File: src/hw/rtl/pal_pkg.sv
package pal_pkg;

  typedef logic [31:0] word_t;

  // Operation codes carried by a request
  typedef enum logic [1:0] {
    OP_INSERT = 2'd0,
    OP_DELETE = 2'd1,
    OP_FIND   = 2'd2,
    OP_GET    = 2'd3
  } op_e;

  // Result status codes
  typedef enum logic [1:0] {
    ST_OK       = 2'd0,
    ST_BADPOS   = 2'd1,
    ST_FULL     = 2'd2,
    ST_NOTFOUND = 2'd3
  } status_e;

  // Broadcast to every cell at the transfer edge of an insert or delete
  typedef struct packed {
    logic       ins;
    logic       del;
    logic [6:0] position;
    word_t      value;
  } shift_cmd_t;

  // Held steady while a probe travels the cell row
  typedef struct packed {
    logic       get;
    logic [6:0] position;
    word_t      value;
  } probe_cmd_t;

  // Token handed from cell to cell during a find or get
  typedef struct packed {
    logic       hit;
    word_t      word;
    logic [5:0] index;
  } probe_t;

endpackage

File: src/hw/rtl/pal_cell.sv
module pal_cell #(
  parameter int INDEX = 0,
  parameter int CW    = 7
) (
  input  logic                clk_i,
  input  pal_pkg::shift_cmd_t shift_i,
  input  pal_pkg::probe_cmd_t pcmd_i,
  input  logic [CW-1:0]       count_i,
  input  pal_pkg::word_t      left_i,
  input  pal_pkg::word_t      right_i,
  input  pal_pkg::probe_t     probe_i,
  output pal_pkg::word_t      entry_o,
  output pal_pkg::probe_t     probe_o
);
  import pal_pkg::*;

  localparam int IW = (CW > 7) ? CW : 7;
  localparam logic [IW-1:0] KIDX = IW'(INDEX);
  localparam logic [IW-1:0] KP1  = IW'(INDEX + 1);

  word_t   entry_q, entry_d;
  probe_t  probe_q, probe_d;
  logic [IW-1:0] spos_w, ppos_w, cnt_w;
  logic    live, match;

  assign spos_w = IW'(shift_i.position);
  assign ppos_w = IW'(pcmd_i.position);
  assign cnt_w  = IW'(count_i);

  // Entry update: take the new value, the lower neighbor, or the upper neighbor, else hold
  always_comb begin
    entry_d = entry_q;
    if (shift_i.ins) begin
      if (KP1 == spos_w) begin
        entry_d = shift_i.value;
      end else if (KP1 > spos_w) begin
        entry_d = left_i;
      end
    end else if (shift_i.del) begin
      if (KP1 >= spos_w) begin
        entry_d = right_i;
      end
    end
  end

  // Probe: first live cell that matches claims the token
  assign live  = KIDX < cnt_w;
  assign match = live && (pcmd_i.get ? (KIDX == ppos_w) : (entry_q == pcmd_i.value));

  always_comb begin
    probe_d = probe_i;
    if (!probe_i.hit && match) begin
      probe_d.hit   = 1'b1;
      probe_d.index = 6'(INDEX);
      probe_d.word  = pcmd_i.get ? entry_q : '0;
    end
  end

  always_ff @(posedge clk_i) begin
    entry_q <= entry_d;
    probe_q <= probe_d;
  end

  assign entry_o = entry_q;
  assign probe_o = probe_q;

endmodule

File: config.mk
export PLATFORM = sky130hd
export DESIGN_NAME = pal_cell
export DESIGN_NICKNAME = d
export VERILOG_FILES = /design/src/hw/rtl/pal_pkg.sv /design/src/hw/rtl/pal_cell.sv
export SDC_FILE = /design/constraint.sdc
export NUM_CORES = 1
export LEC_CHECK = 0
export BUFFER_PORTS_ARGS = -buffer_cell sky130_fd_sc_hd__buf_4
export CORE_ASPECT_RATIO = 1.2
export CORE_MARGIN = 3
export CORE_UTILIZATION = 36
export DETAILED_ROUTE_END_ITERATION = 7
export PLACE_DENSITY = 0.82
export SLEW_MARGIN = 20
export SYNTH_ARGS = -nofsm -noshare
export SYNTH_HDL_FRONTEND = slang
export SYNTH_SLANG_ARGS = --single-unit
File: constraint.sdc
create_clock -name clk_i -period 1.8 [get_ports clk_i]
set_clock_uncertainty 0.1 [all_clocks]
set_input_delay 0.18 -clock clk_i [delete_from_list [all_inputs] [get_ports clk_i]]
set_output_delay 0.18 -clock clk_i [all_outputs]
set_load 0.02 [all_outputs]
# --- After elaboration in Yosys (flattened, before gate mapping) ---
# Index checks and enable logic that the tools add are counted.
totals:
  ff_bits: 71
  latch_bits: 0
  ram_bits: 0
  mem_bits_ro: 0
  memories: 0
classes:
  addsub: 0
  n_mul: 0
  n_div: 0
  n_lt_le_gt_ge: 3
  n_eq_ne: 3
  shift: 0
  n_mux: 8
  n_bitwise: 0
  reduce_logical: 7
ops:
  columns: ["cell", "n"]
  rows:
  - ["2-to-1 mux 32 bit", 6]
  - ["2-to-1 mux 38 bit", 1]
  - ["== test 32 bit", 1]
  - ["== test 1 x 7 -> 1 bit (first input constant)", 1]
  - [">= comparator 1 x 7 -> 1 bit (first input constant)", 1]
  - ["> comparator 1 x 7 -> 1 bit (first input constant)", 1]
  - ["zero test 7 bit", 1]
  - ["< comparator 1 x 7 -> 1 bit (first input constant)", 1]
  - ["nonzero test 2 bit", 2]
  - ["!= test 3 x 1 -> 1 bit (second input constant)", 1]
  - ["AND reduction 3 bit", 1]
  - ["logical AND 1 bit", 2]
  - ["zero test 1 bit", 1]
  - ["2-to-1 mux 1 bit", 1]

# --- Longest topological paths before layout ---
logic_depth:
  word_depth: 5
  ltp_mapped: 7

# --- Worst setup path after synthesis ---
# No wires, ideal clock.
synth_path:
  kind: "register to register"
  startpoint: "reg entry_q[22], in the netlist entry_o[22]"
  endpoint: "reg probe_q (netlist bit probe_o[28])"
  arrival_time_ns: 1.648
  t_required_ns: 1.570
  setup_slack_ns: -0.079
  stages_incl_launch_ff: 7
  n_path_buf: 1
  synth_period_minus_slack_ns: 1.879
  cell_sequence: "edfxtp_1 > xor2_1 > nor4_1 > nand4_1 > nor2_1 > clkbuf_1 > o21ai_0"
synth_lines:
  columns: ["element", "line_no", "text"]
  rows:
  - ["start, declared", "pal_cell.sv:21", "word_t entry_q, entry_d;"]
  - ["start signal, assigned", "pal_cell.sv:60", "entry_q <= entry_d;"]
  - ["end signal, assigned", "pal_cell.sv:61", "probe_q <= probe_d;"]
  - ["end, declared", "pal_cell.sv:22", "probe_t probe_q, probe_d;"]

==> impl_summary.log <==
INFO  metric outcome = finished with violations
INFO  metric failing_checks = negative setup slack
INFO  metric reg2reg_setup_slack = -60 ps
INFO  metric yosys.area.top_type = sky130_fd_sc_hd__edfxtp_1
INFO  metric synthToLayoutAreaGrowth = 87.12%
INFO  metric dpl-instance-area = 0.005834 mm^2
INFO  metric initialDrtViolationCount = 184
INFO  metric syn_nets = 542
INFO  metric syn-cell-area = 0.003477 mm^2
INFO  metric vias = 4093
INFO  metric leakage = 3.171 nW
INFO  metric setup-violations-final = 33
INFO  metric achievable-frequency = 536.9 MHz
INFO  metric worst_hold_path.endpoint = probe_o[7]$_DFF_P_
INFO  metric worst-r2r-cell-count = 6
INFO  metric critPathKind = reg -> reg
INFO  metric hold-path-cell-count = 3
INFO  metric clk_latency_worst_skew_pair = 340 ps
INFO  metric place_inst = 747
INFO  metric synth_fa_ha_area_share = 0%
INFO  metric clk_pin_slew = 80 ps
INFO  metric htree_levels = 3
INFO  metric detailed_place_hpwl = 11070 um
INFO  metric rr_startpoint = entry_o[13]$_DFFE_PP_
INFO  metric grt_start_max_net_pins = 40
INFO  metric ys_ff_latch = 71
INFO  metric post-route-drc-count = 0
INFO  metric antenna_violations_before_repair = 0
INFO  metric grt_util_met3 = 4.288%
INFO  metric final_max_slew_viol_count = 0
INFO  metric critPathTopFamily = simple AND/OR/NAND/NOR gates
INFO  metric globalRoute.busiestLayer = met2
INFO  metric cts_tree = done
INFO  metric netlist_instances = 350
INFO  metric finalInstanceArea = 0.006506 mm^2
INFO  metric multi_input_combinational_cell_area = 0.001703 mm^2
INFO  metric die_h = 113.7 um
INFO  metric proportion_of_synthesized_chip_area_in_sequential_cells = 50.09%
INFO  metric cpPeakStageDelay = 430 ps
INFO  metric seqCellArea = 0.001742 mm^2
INFO  metric ys_top_cells_by_area = sky130_fd_sc_hd__edfxtp_1 (28%), sky130_fd_sc_hd__dfxtp_1 (22%), sky130_fd_sc_hd__mux2i_1 (9.2%)
INFO  metric critical_path_depth = 6
INFO  metric yosys_warnings = 0
INFO  metric cp-start-kind = register
INFO  metric critical_path.n_buffers_inverters = 1
INFO  metric detail_route.first_pass.iterations = 5
INFO  metric syn_avg_cell_area = 9.935 um^2
INFO  metric r2r-end = probe_o[7]$_DFF_P_
INFO  metric route.detailed.wl_per_inst = 18.27 um
INFO  metric std_cell_rows = 38
INFO  metric fin_cells = 804
INFO  metric maxCapViolations = 0
INFO  metric required = 1920 ps
INFO  metric max-vdd-ir-drop = 0.3390 mV
INFO  metric num-fill-cells = 670
INFO  metric synth-compound-area-share = 19.25%
INFO  metric synthDistinctLibCells = 22
INFO  metric grt_pass1_wl = 20910 um
INFO  metric post-route-period-util = 103.5%
INFO  metric clock_sinks = 71
INFO  metric finalWorstPathRequiredPeriod = 1863 ps
INFO  metric dpl_worst_slack = -157.6 ps
INFO  metric final_util = 70.54%
INFO  metric synth_top_family_by_area = compound AO/OA/AOI/OAI gates
INFO  metric timing_worst_slew_pin_value = 445.8 ps
INFO  metric gp_congestion = 0.8274
INFO  metric start_util = 37.70%
INFO  metric setup_total_negative_slack = -908.4 ps
INFO  metric routed_wirelength = 14690 um
INFO  metric design.portCount = 263
INFO  metric coreArea = 0.009224 mm^2
INFO  metric holdCritPathClass = in -> reg
INFO  metric fraction_of_final_layout_cells_with_drive_strength_greater_than_1 = 48.83%
INFO  metric synth_top_area_share = 27.64%
INFO  metric antenna_diode_count = 0
INFO  metric cts_buffers = 9
INFO  metric yosys.area_share.simple = 10.08%
INFO  metric critPathSlowestCell = sky130_fd_sc_hd__edfxtp_1
INFO  metric grt_overflow_total = 0
INFO  metric synth_xor_area_share = 8.060%
INFO  metric grt_pass1_vias = 4224
INFO  metric worstPathArrival = 1980 ps
INFO  metric groute.layer.met2.usage = 46.38%
INFO  metric final_net_count = 871
INFO  metric io_buffers = 262
INFO  metric cp_max_fo = 22
INFO  metric worst_path_cell_chain = xor2_1 > nor4_2 > nand4_1 > nor2_4 > buf_12 > o21ai_1
INFO  metric power_density = 612.4 mW/mm^2
INFO  metric slew_headroom = 70.05%
INFO  metric drtAntennaViolNets = 0
INFO  metric ctsLongestPathBuffers = 2
INFO  metric grt_setup_unrepaired = yes
INFO  metric gr-usage-all-layers = 25.48%
INFO  metric die_w = 95.72 um
INFO  metric setup_ws = -62.65 ps
INFO  metric endpoint_kind = register
INFO  metric die_area = 0.01088 mm^2
INFO  metric vias_per_cell = 5.091
INFO  metric mux_cell_area_share_after_synthesis = 9.212%
INFO  metric grt_util_met1 = 27.35%
INFO  metric final_hold_vio_count = 0
INFO  metric cts_root_buffer = sky130_fd_sc_hd__clkbuf_8
INFO  metric min_from = probe_i[7]
-- cells in the final DEF (no fill, tap or decap) --
cell / instances
sky130_fd_sc_hd__inv_6: 1
sky130_fd_sc_hd__xor2_1: 31
sky130_fd_sc_hd__clkbuf_1: 1
sky130_fd_sc_hd__o21bai_1: 1
sky130_fd_sc_hd__dlygate4sd3_1: 38
sky130_fd_sc_hd__inv_4: 3
sky130_fd_sc_hd__clkinv_4: 1
sky130_fd_sc_hd__dfxtp_1: 39
sky130_fd_sc_hd__buf_4: 296
sky130_fd_sc_hd__nor2_4: 1
sky130_fd_sc_hd__xor2_2: 1
sky130_fd_sc_hd__o21ai_1: 26
sky130_fd_sc_hd__clkinv_1: 1
sky130_fd_sc_hd__o21a_1: 6
sky130_fd_sc_hd__clkbuf_16: 1
sky130_fd_sc_hd__nor2_1: 35
sky130_fd_sc_hd__o21ai_0: 1
sky130_fd_sc_hd__edfxtp_1: 32
sky130_fd_sc_hd__buf_6: 1
sky130_fd_sc_hd__o2111a_2: 1
sky130_fd_sc_hd__o21ai_2: 5
sky130_fd_sc_hd__a22oi_1: 32
sky130_fd_sc_hd__nand4_1: 3
sky130_fd_sc_hd__nor3_1: 2
sky130_fd_sc_hd__buf_2: 1
sky130_fd_sc_hd__mux2i_1: 32
sky130_fd_sc_hd__nand2_1: 33
sky130_fd_sc_hd__a221o_1: 1
sky130_fd_sc_hd__a21oi_1: 32
sky130_fd_sc_hd__buf_12: 5
sky130_fd_sc_hd__o21a_2: 1
sky130_fd_sc_hd__a2111oi_4: 1
sky130_fd_sc_hd__nor4_1: 4
sky130_fd_sc_hd__clkbuf_8: 9
sky130_fd_sc_hd__nor4_2: 5
sky130_fd_sc_hd__nor4_4: 1
-- through the flow --
step                      total power, mW  hold slack, ps
after floorplan                     2.150           186.8
after global placement              2.672           282.0
after detailed placement            2.692           284.0
after CTS                           3.970           8.297
after global routing                4.141           31.73
final                               3.984           43.84
-- sequential cells by signal, summed over array words and instances (netlist names) --
name and flops:
probe_o 39, entry_o 32
-- routing by layer --
layer / wire [um] / part of all wire, %
met1: 4999 / 34
met2: 7832 / 53
met3: 1062 / 7.2
met4: 798 / 5.4
met5: 0 / 0
-- how the worst max path moves through the flow --
stage,startpoint,end,slack (ps)
3_3_place_gp,entry_o[31]$_DFFE_PP_,probe_o[1]$_SDFF_PP0_,-220
3_5_place_dp,entry_o[31]$_DFFE_PP_,probe_o[32]$_DFF_P_,-160
5_1_grt,entry_o[13]$_DFFE_PP_,probe_o[7]$_DFF_P_,-120
6_report,entry_o[13]$_DFFE_PP_,probe_o[7]$_DFF_P_,-60
4_1_cts,entry_o[13]$_DFFE_PP_,probe_o[32]$_DFF_P_,-70
2_1_floorplan,entry_o[22]$_DFFE_PP_,probe_o[28]$_DFF_P_,-1
-- area by class of cell --
cell class                      count  area share (%)
Clock buffer                       11           2.346
Clock inverter                      5          0.5577
Inverter                            1         0.05769
Multi-Input combinational cell    255           26.17
Sequential cell                    71           26.77
Tap cell                          120           2.308
Timing Repair Buffer              341           41.79
-- report_power, final --
group / switching (mW) / internal (mW)
combinational: 0.416 / 0.548
clock: 0.632 / 0.595
sequential: 0.0269 / 1.77
-- synthesized netlist by cell type --
master / instances
sky130_fd_sc_hd__a22oi_1: 32
sky130_fd_sc_hd__nor2_1: 36
sky130_fd_sc_hd__mux2i_1: 32
sky130_fd_sc_hd__o21a_1: 7
sky130_fd_sc_hd__edfxtp_1: 32
sky130_fd_sc_hd__buf_6: 2
sky130_fd_sc_hd__nor3_1: 2
sky130_fd_sc_hd__a2111oi_4: 1
sky130_fd_sc_hd__clkinv_1: 1
sky130_fd_sc_hd__dfxtp_1: 39
sky130_fd_sc_hd__nor4_1: 10
sky130_fd_sc_hd__a21oi_1: 32
sky130_fd_sc_hd__a221o_1: 1
sky130_fd_sc_hd__o21ai_1: 10
sky130_fd_sc_hd__o21ai_0: 22
sky130_fd_sc_hd__o2111a_1: 1
sky130_fd_sc_hd__xor2_1: 32
sky130_fd_sc_hd__nand2_1: 33
sky130_fd_sc_hd__nand4_1: 3
sky130_fd_sc_hd__clkbuf_1: 13
sky130_fd_sc_hd__buf_2: 8
sky130_fd_sc_hd__o21bai_1: 1
-- what timing repair did --
item                                    4_1_cts  5_1_grt
buffers inserted                              1        1
gates resized for setup                      20       17
endpoints found under the setup margin       39       39
pin swaps                                     2        7
endpoints found under the hold margin        38        0
gates cloned                                  0        1
hold buffers                                 38        0
-- worst min-delay path, stage by stage --
cell                      delay [ps]
sky130_fd_sc_hd__buf_4            90
sky130_fd_sc_hd__a22oi_1          70
sky130_fd_sc_hd__o21ai_1         110
-- kinds of logic after synthesis --
group / Yosys count
mux: 32
compound gates: 107
xor+xnor: 32
simple gates: 84
flops: 71
buf+inv: 24
(Power assumes the default switching activity.)
